$ cat src/design/rsh_pkg.sv
// package: widths and beat types of the ray/sphere hit test pipeline
`timescale 1ns / 1ps
`default_nettype none

package rsh_pkg;

    localparam int POS_W  = 32;              // positions, 1/64 m
    localparam int DIR_W  = 16;              // direction, Q1.15
    localparam int RAD_W  = 31;              // radius, unsigned
    localparam int OFF_W  = POS_W + 1;       // origin minus centre
    localparam int DSQ_W  = 2 * DIR_W - 1;   // one dir component squared
    localparam int DOF_W  = DIR_W + OFF_W;   // dir times offset
    localparam int OSQ_W  = 2 * POS_W;       // one offset component squared
    localparam int R2_W   = 2 * RAD_W;       // radius squared
    localparam int A_W    = DSQ_W + 1;       // |dir|^2
    localparam int BD_W   = DOF_W + 2;       // dir . offset
    localparam int SQ_W   = OSQ_W + 2;       // |offset|^2
    localparam int BM_W   = BD_W - 1;        // magnitude of a positive dir . offset
    localparam int BH_W   = BM_W / 2;        // half of that magnitude
    localparam int PP_W   = 2 * BH_W;        // half by half product
    localparam int CK_W   = SQ_W / 3;        // chunk of c for a * c
    localparam int PA_W   = A_W + CK_W;      // a times one chunk
    localparam int LR_W   = 2 * BM_W;        // both sides of the final compare

    // number of register stages from input beat to result beat
    localparam int RSH_DEPTH = 7;
    localparam int CNT_W     = $clog2(RSH_DEPTH + 1) + 1;

    typedef struct packed {
        logic signed [POS_W-1:0] ray_origin_x;
        logic signed [POS_W-1:0] ray_origin_y;
        logic signed [POS_W-1:0] ray_origin_z;
        logic signed [DIR_W-1:0] ray_dir_x;
        logic signed [DIR_W-1:0] ray_dir_y;
        logic signed [DIR_W-1:0] ray_dir_z;
        logic signed [POS_W-1:0] centre_x;
        logic signed [POS_W-1:0] centre_y;
        logic signed [POS_W-1:0] centre_z;
        logic        [RAD_W-1:0] sphere_radius;
    } t_ray_in;

    typedef struct packed {
        logic hit;
    } t_ray_out;

    typedef struct packed {
        logic signed [OFF_W-1:0] off_x;
        logic signed [OFF_W-1:0] off_y;
        logic signed [OFF_W-1:0] off_z;
        logic signed [DIR_W-1:0] dir_x;
        logic signed [DIR_W-1:0] dir_y;
        logic signed [DIR_W-1:0] dir_z;
        logic        [RAD_W-1:0] radius;
    } t_off_beat;

    typedef struct packed {
        logic        [A_W-1:0]  a;
        logic signed [BD_W-1:0] bd;
        logic        [SQ_W-1:0] sq;
        logic        [R2_W-1:0] r2;
    } t_sum_beat;

endpackage

`default_nettype wire

$ cat src/design/rsh_prep.sv
// first stage: offset from sphere centre to ray origin
`timescale 1ns / 1ps
`default_nettype none

module rsh_prep
    import rsh_pkg::*;
(
    input  wire       i_clk,
    input  wire       i_rst_n,
    input  wire       i_vld,
    output logic      o_rdy,
    input  t_ray_in   i_data,
    output logic      o_vld,
    input  wire       i_rdy,
    output t_off_beat o_data
);

    logic      r_vld;
    t_off_beat r_data;
    t_off_beat n_data;
    logic      w_en;

    // stage moves when empty or when downstream takes its beat
    assign w_en  = !r_vld || i_rdy;
    assign o_rdy = w_en;

    // widen to 33 bits before subtracting
    always_comb begin
        n_data.off_x  = OFF_W'(i_data.ray_origin_x) - OFF_W'(i_data.centre_x);
        n_data.off_y  = OFF_W'(i_data.ray_origin_y) - OFF_W'(i_data.centre_y);
        n_data.off_z  = OFF_W'(i_data.ray_origin_z) - OFF_W'(i_data.centre_z);
        n_data.dir_x  = i_data.ray_dir_x;
        n_data.dir_y  = i_data.ray_dir_y;
        n_data.dir_z  = i_data.ray_dir_z;
        n_data.radius = i_data.sphere_radius;
    end

    // valid bit
    always_ff @(posedge i_clk) begin
        if (!i_rst_n) begin
            r_vld <= 1'b0;
        end else if (w_en) begin
            r_vld <= i_vld;
        end
    end

    // payload
    always_ff @(posedge i_clk) begin
        if (w_en) begin
            r_data <= n_data;
        end
    end

    assign o_vld  = r_vld;
    assign o_data = r_data;

endmodule

`default_nettype wire

$ cat config.mk
export PLATFORM = sky130hd
export DESIGN_NAME = rsh_prep
export DESIGN_NICKNAME = d
export VERILOG_FILES = /design/src/design/rsh_pkg.sv /design/src/design/rsh_prep.sv
export SDC_FILE = /design/constraint.sdc
export NUM_CORES = 1
export LEC_CHECK = 0
export BUFFER_PORTS_ARGS = -buffer_cell sky130_fd_sc_hd__buf_2
export CELL_PAD_IN_SITES_DETAIL_PLACEMENT = 2
export CELL_PAD_IN_SITES_GLOBAL_PLACEMENT = 2
export CORE_MARGIN = 5
export CORE_UTILIZATION = 26
export CTS_CLUSTER_DIAMETER = 150
export DETAILED_ROUTE_END_ITERATION = 6
export HOLD_SLACK_MARGIN = 0.08
export PLACE_DENSITY_LB_ADDON = 0.25
export SLEW_MARGIN = 5
export SYNTH_ARGS = -nofsm -noshare
export SYNTH_HDL_FRONTEND = slang
export SYNTH_SLANG_ARGS = --single-unit
$ cat constraint.sdc
create_clock -name i_clk -period 7.4 [get_ports i_clk]
set_input_delay 1.48 -clock i_clk [delete_from_list [all_inputs] [get_ports i_clk]]
set_output_delay 1.48 -clock i_clk [all_outputs]
set_load 0.005 [all_outputs]
# Yosys cells after proc, flatten, opt, wreduce, memory -nomap -nowiden
# Cells that the tools add are included.
# W data, S select, Z words.
# classes
reduce_logical	2
addsub	3
# op_table
op	n
$sub A32 B32 Y33	3
$logic_not A1 Y1	1
$logic_or A1 B1 Y1	1
# word_totals
inputBits	275
ff_bits	179
out_inout_bits	180
word_cells	13

# Depth between registers and ports, before layout
# Gate-level depths: netlist (run 1).
# depth
word_depth	2
ltp_mapped	11
depth_no_buf	11

# Worst setup path after synthesis (run 1)
# OpenSTA, ideal clock, no wires.
# synth_timing
kind	input-to-output
from	in i_rdy
to	out o_rdy
path_buffers	0
t_required_ns	5.920
arrival_time_ns	5.804
path_slack_ns	0.116
cell_stages	1
cell_sequence	nand2b_1
# synth_between
elab_chain_cells	1
# synth_rtl
element	line_no	rtl
start: declaration	rsh_prep.sv:14	input wire i_rdy,
$logic_or A1 B1 Y1	rsh_prep.sv:24	assign w_en = !r_vld || i_rdy;
end: declaration	rsh_prep.sv:11	output logic o_rdy,
# No other way between the ends.

# Worst setup path after layout (run 1)
# Same ends and word-level chain as after synthesis.

==> results.yml, run 1 <==
clock_tree:
  clkSinkCount: 179
  tritoncts: "built"
  cts.clk_slew.worst_paths_ps: 80
  cts_resized: 0
  clk_latency_ps: 480
  cts_setup_buffers: 0
  cts_buffer_depth: 2
  cts_buffers: 17
  h-tree-depth: 4
  postCtsHoldBufs: 0
  root_buffer: "clkbuf_16"
finish:
  nNetsFinal: 1829
  fin_cells: 2002
  drive_above_1_share: 0.337
  seqCellArea_um2: 5370
  fillers: 4600
  multi_input_area_um2: 4860
  fin_area_um2: 14200
  syn2layout_area_growth_pct: 31.8
global_route:
  grt_pass1_vias: 10600
  antenna_found_initial: 6
  grt_pass1_wl_um: 61700
  grt_overflow: 0
  grtUsageTotal: 0.177
  grt_max_degree: 65
routing:
  wl_per_cell_um: 20.6
  viasPerCell: 4.70
  first_pass_iters: 4
  drcViolationCount: 0
  drt_iter0_markers: 364
  antenna_left: 0
  drt_wl_total_um: 41300
  vias: 9405
pwr:
  p_clk_frac: 0.294
  vdd_drop_max_mv: 0.189
  leakage_nw: 6.72
  p_seq_frac: 0.441
  combPwrFrac: 0.265
  power.internal_mw: 2.09
  power_mw: 3.05
  p_switching_uw: 962
  switching_share: 0.315
  p_per_area_nw_per_um2: 215
timing:
  layout_min_cycle_time_ps: 3970
  max_freq_mhz: 252
  setup_viol: 0
  rsz0062_at_grt: "no"
  tightest_slew_ps: 903
  max_slew_margin: 0.398
  report.final.slew_viol_count: 0
  fin_skew_ps: 10.5
  timing_hold_violations_final: 0
  period_share: 0.536
  setup_tns_ps: 0
floorplanning:
  fp.dieW_um: 214
  io_pins: 455
  die_h_um: 214
  dieArea_um2: 45600
  initial_core_util: 0.263
  core_area_um2: 40900
  rows: 74
worst_setup_path:
  crit_type: "in -> out"
  r2r_slack_ps: 5110
  cp-end-kind: "primary output"
  cp_max_fo: 54
  crit_path_start_kind: "input port"
  reg2regPathDepth: 2
  required_ps: 5920
  critPathArrivalTime_ps: 2490
logic_synthesis:
  ys_top_cells_by_area: "edfxtp_1 (50%), ha_1 (11%), a21oi_1 (4.4%), inv_1 (4.3%), xnor2_1 (4.2%)"
  synth_edf_count: 178
  synth_warnings: 0
  syn_inst: 1004
  synth_top_area_cell: "edfxtp_1"
  synth_ff_type: "edfxtp_1"
  syn_avg_cell_area_um2: 10.7
  synth_top_area_frac: 0.496
  syn_nets: 1378
  yosysSeqAreaShare: 0.498
  ys_async_sr_fraction: 0
  syn_area_um2: 10800
  synth.distinct_cells: 68
  synth-seq-cells: 179
worst_hold_path:
  min_path_cells: 1
  min_path_type: "in -> reg"
place:
  dpl_cell_area_um2: 13600
  gp_congestion: 0.816
  hpwl_um: 34400
  dp.cells: 1968
  numPortBuffers: 454
outcome:
  status: "finished clean"
flow_run:
  maxCapViolCount: 0
==> power groups by stage <==
stage / Clock [mW] / Combinational, mW / Sequential, mW
finish: 0.898 / 0.809 / 1.35
global route: 0.985 / 0.899 / 1.36
CTS: 0.946 / 0.828 / 1.35
detailed placement: 0 / 0.823 / 1.37
global placement: 0 / 0.808 / 1.36
floorplan: 0 / 0.402 / 1.39
==> cells by family after synthesis <==
| group | share of synthesized area |
|---|---|
| compound gates | 0.168 |
| simple gates | 0.0959 |
| flops | 0.498 |
| fa+ha+maj | 0.117 |
| xor+xnor | 0.0683 |
| buf+inv | 0.0516 |
| mux | 0.000930 |
==> worst max-delay path: stages <==
cell      delay (ps)
buf_2             80
nand2b_4         650
buf_2            250
==> per-stage QoR <==
stage          hold WS, ps  setup WS [ps]  utilization
2_1_floorplan         1580            116            -
3_3_place_gp          1200           3140        0.333
3_5_place_dp          1250           3110        0.333
4_1_cts               1110           3380        0.347
5_1_grt               1120           3330        0.347
6_report              1170           3430        0.347
==> synthesized netlist by cell type, types with 3 or more instances <==
library cell,count
a211o_1,7
a211oi_1,3
a21o_1,33
a21oi_1,95
a221o_1,3
a31oi_1,12
a41oi_1,6
and2_1,4
and3_1,9
clkbuf_1,23
edfxtp_1,178
fa_1,3
ha_1,96
inv_1,124
nand2_1,70
nand2b_1,7
nand3_1,18
nand4_1,13
nor2_1,41
nor2b_1,18
nor3_1,9
nor4_1,4
nor4b_1,4
o2111ai_1,4
o211ai_1,7
o21a_1,12
o21ai_0,21
o21ai_1,31
o21bai_1,12
o22ai_1,3
o31ai_1,3
or2_1,3
xnor2_1,52
xor2_1,32
==> worst paths after layout <==
| kind | startpoint | endpoint |
|---|---|---|
| max | i_rdy | o_rdy |
| min | i_data[7] | o_data[7]$_DFFE_PP_ |
| max reg2reg | o_vld$_SDFFE_PN0P_ | o_data[68]$_DFFE_PP_ |
| min reg2reg | o_vld$_SDFFE_PN0P_ | o_data[53]$_DFFE_PP_ |
==> sequential cells by signal, summed over array words and instances, names as in the netlist <==
name	flops
o_data	178
o_vld	1
==> cell type report <==
cell class              count  area share
clock inverters            13     0.00829
flip-flops and latches    179       0.378
repair buffers            456       0.161
clock buffers              18      0.0302
diodes                      3    0.000529
inverters                 124      0.0328
well taps                 532      0.0469
multi-input cells         677       0.342
==> routing by layer <==
| layer | global-route usage | vias to the layer above | wire [µm] |
|---|---|---|---|
| li1 | - | 4554 | - |
| met1 | 0.201 | 4538 | 16400 |
| met2 | 0.317 | 269 | 21000 |
| met3 | 0.0632 | 38 | 3180 |
| met4 | 0.0507 | 6 | 746 |
| met5 | 0 | - | 34 |
==> layout by cell type, fill, tap and decap left out, types with 13 or more instances in the layout <==
cell	synthesis	routed
a21oi_1	95	95
edfxtp_1	178	178
buf_2	0	454
a21o_1	33	33
clkbuf_16	0	17
nand4_1	13	13
nand2_1	70	70
nor2b_1	18	18
nor2_1	41	41
xor2_1	32	32
nand3_1	18	18
o21ai_1	31	31
o21ai_0	21	21
inv_1	124	124
ha_1	96	96
xnor2_1	52	52
Power figures use the tool's default switching activity.
==> inputs of run 2 (changes only) <==
==> constraint.sdc (replaced) <==
create_clock -name i_clk -period 3.6 [get_ports i_clk]
set_input_delay 0.72 -clock i_clk [delete_from_list [all_inputs] [get_ports i_clk]]
set_output_delay 0.72 -clock i_clk [all_outputs]
set_load 0.005 [all_outputs]
==> results.yml, run 2 (synthesized netlist as in run 1, its figures left out) <==
outcome:
  status: "finished clean"
worst_setup_path:
  crit_path_start_kind: "input port"
  required_ps: 3820
  cpPeakStageDelay_ps: 490
  cp_max_fo: 3
  crit_family: "compound AO/OA/AOI/OAI gates"
  crit_type: "in -> reg"
  slowest_stage: "fa_1"
  path_buf_inv: 1
  cp-end-kind: "register"
  critPathArrivalTime_ps: 3200
  cp_cell_sequence: "buf_2 -> ha_1 -> fa_1 -> nor2b_1 -> o31a_1 -> o2111ai_1 -> a31oi_1 -> a21oi_1 -> o21a_1 -> o41ai_1 -> xor2_1"
routing:
  viasPerCell: 4.74
  antenna_left: 0
  drcViolationCount: 0
  drt_iter0_markers: 399
  first_pass_iters: 4
  drt_wl_total_um: 41500
  wl_per_cell_um: 20.7
  vias: 9499
timing:
  report.final.slew_viol_count: 0
  layout_min_cycle_time_ps: 2970
  timing_hold_violations_final: 0
  setup_tns_ps: 0
  setup_viol: 0
  period_share: 0.826
  max_slew_margin: 0.418
  fin_skew_ps: 12.8
  rsz0062_at_grt: "no"
  tightest_slew_ps: 861
  max_freq_mhz: 336
clock_tree:
  root_buffer: "clkbuf_16"
  tritoncts: "built"
  cts_resized: 0
  cts_buffers: 17
  cts_setup_buffers: 0
  h-tree-depth: 4
  clkSinkCount: 179
  cts_buffer_depth: 2
  clk_latency_ps: 490
  cts.clk_slew.worst_paths_ps: 80
  postCtsHoldBufs: 0
place:
  numPortBuffers: 454
  gp_congestion: 0.827
  hpwl_um: 34600
  dpl_cell_area_um2: 13700
global_route:
  grt_max_degree: 105
  grt_overflow: 0
  antenna_found_initial: 5
  grt_pass1_vias: 10700
  grtUsageTotal: 0.179
  grt_pass1_wl_um: 62400
pwr:
  vdd_drop_max_mv: 0.311
  leakage_nw: 6.77
  p_clk_frac: 0.308
  p_switching_mw: 1.98
  p_seq_frac: 0.431
  combPwrFrac: 0.261
  p_per_area_nw_per_um2: 450
  switching_share: 0.308
  power.internal_mw: 4.45
flow_run:
  maxCapViolCount: 0
floorplanning:
  core_area_um2: 40900
  initial_core_util: 0.263
  io_pins: 455
  die_h_um: 214
  rows: 74
  dieArea_um2: 45600
  fp.dieW_um: 214
finish:
  fin_area_um2: 14300
  largest_reg_flops: 178
  drive_above_1_share: 0.340
  syn2layout_area_growth_pct: 32.8
  final_cell_mix: "buf_2 (454), edfxtp_1 (178), inv_1 (124), ha_1 (96), a21oi_1 (95)"
  nNetsFinal: 1832
  final_common_cell: "buf_2"
worst_hold_path:
  min_path_type: "in -> reg"
==> run 2: layout make-up <==
type	count	area [µm²]
Sequential cell	179	5370
Antenna cell	3	7.51
Tap cell	532	666
Fill cell	4558	26600
Timing Repair Buffer	459	2330
Multi-Input combinational cell	677	4860
Inverter	124	465
Clock buffer	18	429
Clock inverter	14	174
==> run 2: power groups by stage <==
stage | clock network, mW | logic, mW | registers, mW
after floorplan | 0 | 0.826 | 2.84
after global placement | 0 | 1.67 | 2.81
after detailed placement | 0 | 1.70 | 2.82
after CTS | 2.08 | 1.71 | 2.78
after global routing | 2.16 | 1.86 | 2.80
final | 1.98 | 1.68 | 2.77
==> run 2: final timing paths <==
path | cells after the start | end | slack, ps | startpoint
max reg2reg | 2 | o_data[7]$_DFFE_PP_ | 2190 | o_vld$_SDFFE_PN0P_
min reg2reg | 2 | o_data[9]$_DFFE_PP_ | 930 | o_vld$_SDFFE_PN0P_
max | 11 | o_data[171]$_DFFE_PP_ | 630 | i_data[95]
min | 1 | o_data[37]$_DFFE_PP_ | 400 | i_data[133]
==> run 2: worst register-to-register path: cells and delay by family (launching register included) <==
| family | cells | cell delay, ps |
|---|---|---|
| buffers and inverters | 1 | 460 |
| AND/OR/NAND/NOR | 1 | 140 |
| flip-flops | 1 | 330 |
==> run 2: metal layers <==
layer	routed length [µm]	vias to the layer above	global-route usage	part of all wire
li1	-	4572	-	-
met1	16800	4616	0.211	0.40
met3	3260	34	0.0648	0.079
met4	490	6	0.0482	0.012
met2	20900	271	0.310	0.50
met5	41	-	0	0.00099
==> run 2: through the flow <==
stage / util / cells / total power [mW] / hold WS (ps) / worst slack [ps]
after floorplan: - / 1004 / 3.67 / 819 / 682
after global placement: 0.334 / 1971 / 4.48 / 897 / 217
after detailed placement: 0.334 / 1971 / 4.52 / 898 / 65.7
after CTS: 0.349 / 2003 / 6.57 / 353 / 596
after global routing: 0.349 / 2005 / 6.83 / 357 / 478
final: 0.349 / 2006 / 6.43 / 404 / 626
==> inputs of run 3 (changes only) <==
--- a/config.mk
+++ b/config.mk
@@ -9,7 +9,7 @@
 export CELL_PAD_IN_SITES_DETAIL_PLACEMENT = 2
 export CELL_PAD_IN_SITES_GLOBAL_PLACEMENT = 2
 export CORE_MARGIN = 5
-export CORE_UTILIZATION = 26
+export CORE_UTILIZATION = 29
 export CTS_CLUSTER_DIAMETER = 150
 export DETAILED_ROUTE_END_ITERATION = 6
 export HOLD_SLACK_MARGIN = 0.08
==> constraint.sdc (replaced) <==
create_clock -name i_clk -period 2.75 [get_ports i_clk]
set_input_delay 0.55 -clock i_clk [delete_from_list [all_inputs] [get_ports i_clk]]
set_output_delay 0.55 -clock i_clk [all_outputs]
set_load 0.005 [all_outputs]
==> results.yml, run 3 (synthesized netlist as in run 1, its figures left out) <==
pwr:
  power_mw: 8.57
  p_per_area_nw_per_um2: 564
  leakage_nw: 7.41
  vdd_drop_max_mv: 0.446
timing:
  max_freq_mhz: 387
  rsz0062_at_grt: "no"
  fin_skew_ps: 11.6
  fin_ws_ps: 167
  tightest_slew_ps: 560
  setup_viol: 0
  timing_hold_violations_final: 0
  max_slew_margin: 0.621
  layout_min_cycle_time_ps: 2580
  report.final.slew_viol_count: 0
  period_share: 0.939
  setup_tns_ps: 0
place:
  numPortBuffers: 454
  hpwl_um: 36900
  gp_congestion: 0.850
  dp_slack_ps: -438
finish:
  fillers: 4096
  drive_above_1_share: 0.397
  final_cell_mix: "buf_2 (454), edfxtp_1 (178), buf_4 (136), inv_1 (124), ha_1 (96)"
  final_common_cell: "buf_2"
  syn2layout_area_growth_pct: 41.2
  nNetsFinal: 1965
  largest_reg_flops: 178
  fin_util: 0.415
worst_setup_path:
  critPathArrivalTime_ps: 2790
  reg2regPathDepth: 2
  crit_type: "in -> reg"
  cp-end-kind: "register"
  cp_max_fo: 2
  crit_path_start_kind: "input port"
  required_ps: 2950
clock_tree:
  tritoncts: "built"
  cts.clk_slew.worst_paths_ps: 80
  h-tree-depth: 4
  cts_buffers: 17
  clk_latency_ps: 460
  root_buffer: "clkbuf_16"
  cts_setup_buffers: 0
  cts_buffer_depth: 2
  clkSinkCount: 179
global_route:
  antenna_found_initial: 10
  grt_pass1_vias: 11600
  grt_pass1_wl_um: 66300
  grt_overflow: 0
  grt_max_degree: 65
  grtUsageTotal: 0.207
routing:
  first_pass_iters: 6
  antenna_left: 0
  drcViolationCount: 0
  drt_wl_total_um: 43700
  wl_per_cell_um: 21.1
  vias: 10100
  drt_iter0_markers: 391
  viasPerCell: 4.88
floorplanning:
  rows: 70
  die_h_um: 203
  fp.dieW_um: 203
  initial_core_util: 0.294
  core_area_um2: 36600
  dieArea_um2: 41100
  io_pins: 455
worst_hold_path:
  min_path_type: "in -> reg"
  min_path_cells: 1
flow_run:
  maxCapViolCount: 0
outcome:
  status: "finished clean"
==> run 3: cell types whose count changed in the layout (fill, tap and decap cells not counted), sizes merged <==
| cell | delta |
|---|---|
| clkbuf | -1 |
| bufinv | -2 |
| inv | +3 |
| buf | +133 |
| clkinvlp | -3 |
| clkinv | +3 |
==> run 3: final cells by class <==
cell class	count	area (µm²)	share of cell area
flip-flops and latches	179	5370	0.353
multi-input cells	677	4880	0.321
repair buffers	592	3330	0.219
well taps	468	586	0.0385
inverters	124	465	0.0306
clock buffers	17	425	0.0280
clock inverters	15	141	0.00930
diodes	3	7.51	0.000494
==> run 3: report_power, final <==
group	total (mW)	internal [mW]	switching, mW
Combinational	2.48	1.16	1.32
Clock	2.46	1.20	1.26
Sequential	3.63	3.50	0.132
==> run 3: layer usage <==
metal	vias up	global-route usage	routed length (µm)
met2	323	0.371	22100
li1	4833	-	-
met3	60	0.0671	3010
met4	14	0.0698	1170
met5	-	0	99
met1	4890	0.231	17300
==> run 3: path summary, 6_finish.rpt <==
path,from,end,slack [ps]
worst max register to register,o_vld$_SDFFE_PN0P_,o_data[171]$_DFFE_PP_,1210
worst min-delay path,i_data[12],o_data[12]$_DFFE_PP_,250
worst min register to register,o_vld$_SDFFE_PN0P_,o_vld$_SDFFE_PN0P_,950
worst max-delay path,i_data[95],o_data[175]$_DFFE_PP_,170
==> run 3: per-stage QoR <==
stage / hold slack [ps] / instances / cell area (µm²)
2_1_floorplan: 649 / 1004 / 10800
3_3_place_gp: 727 / 2040 / 14600
3_5_place_dp: 728 / 2040 / 14600
4_1_cts: 233 / 2072 / 15200
5_1_grt: 230 / 2074 / 15200
6_report: 254 / 2075 / 15200
==> run 3: timing repair <==
action	in CTS	in global routing
hold buffers	0	0
resized for setup	0	4
endpoints found under the setup margin	0	9
==> run 3: critical path: stages <==
cell       delay, ps
buf_2            100
ha_1             230
fa_2             420
nor2b_1          170
o31a_1           190
o2111ai_1        150
a31oi_1          250
a21oi_1          140
o21a_1           210
buf_4            140
o21ai_1          150
xor2_1            80
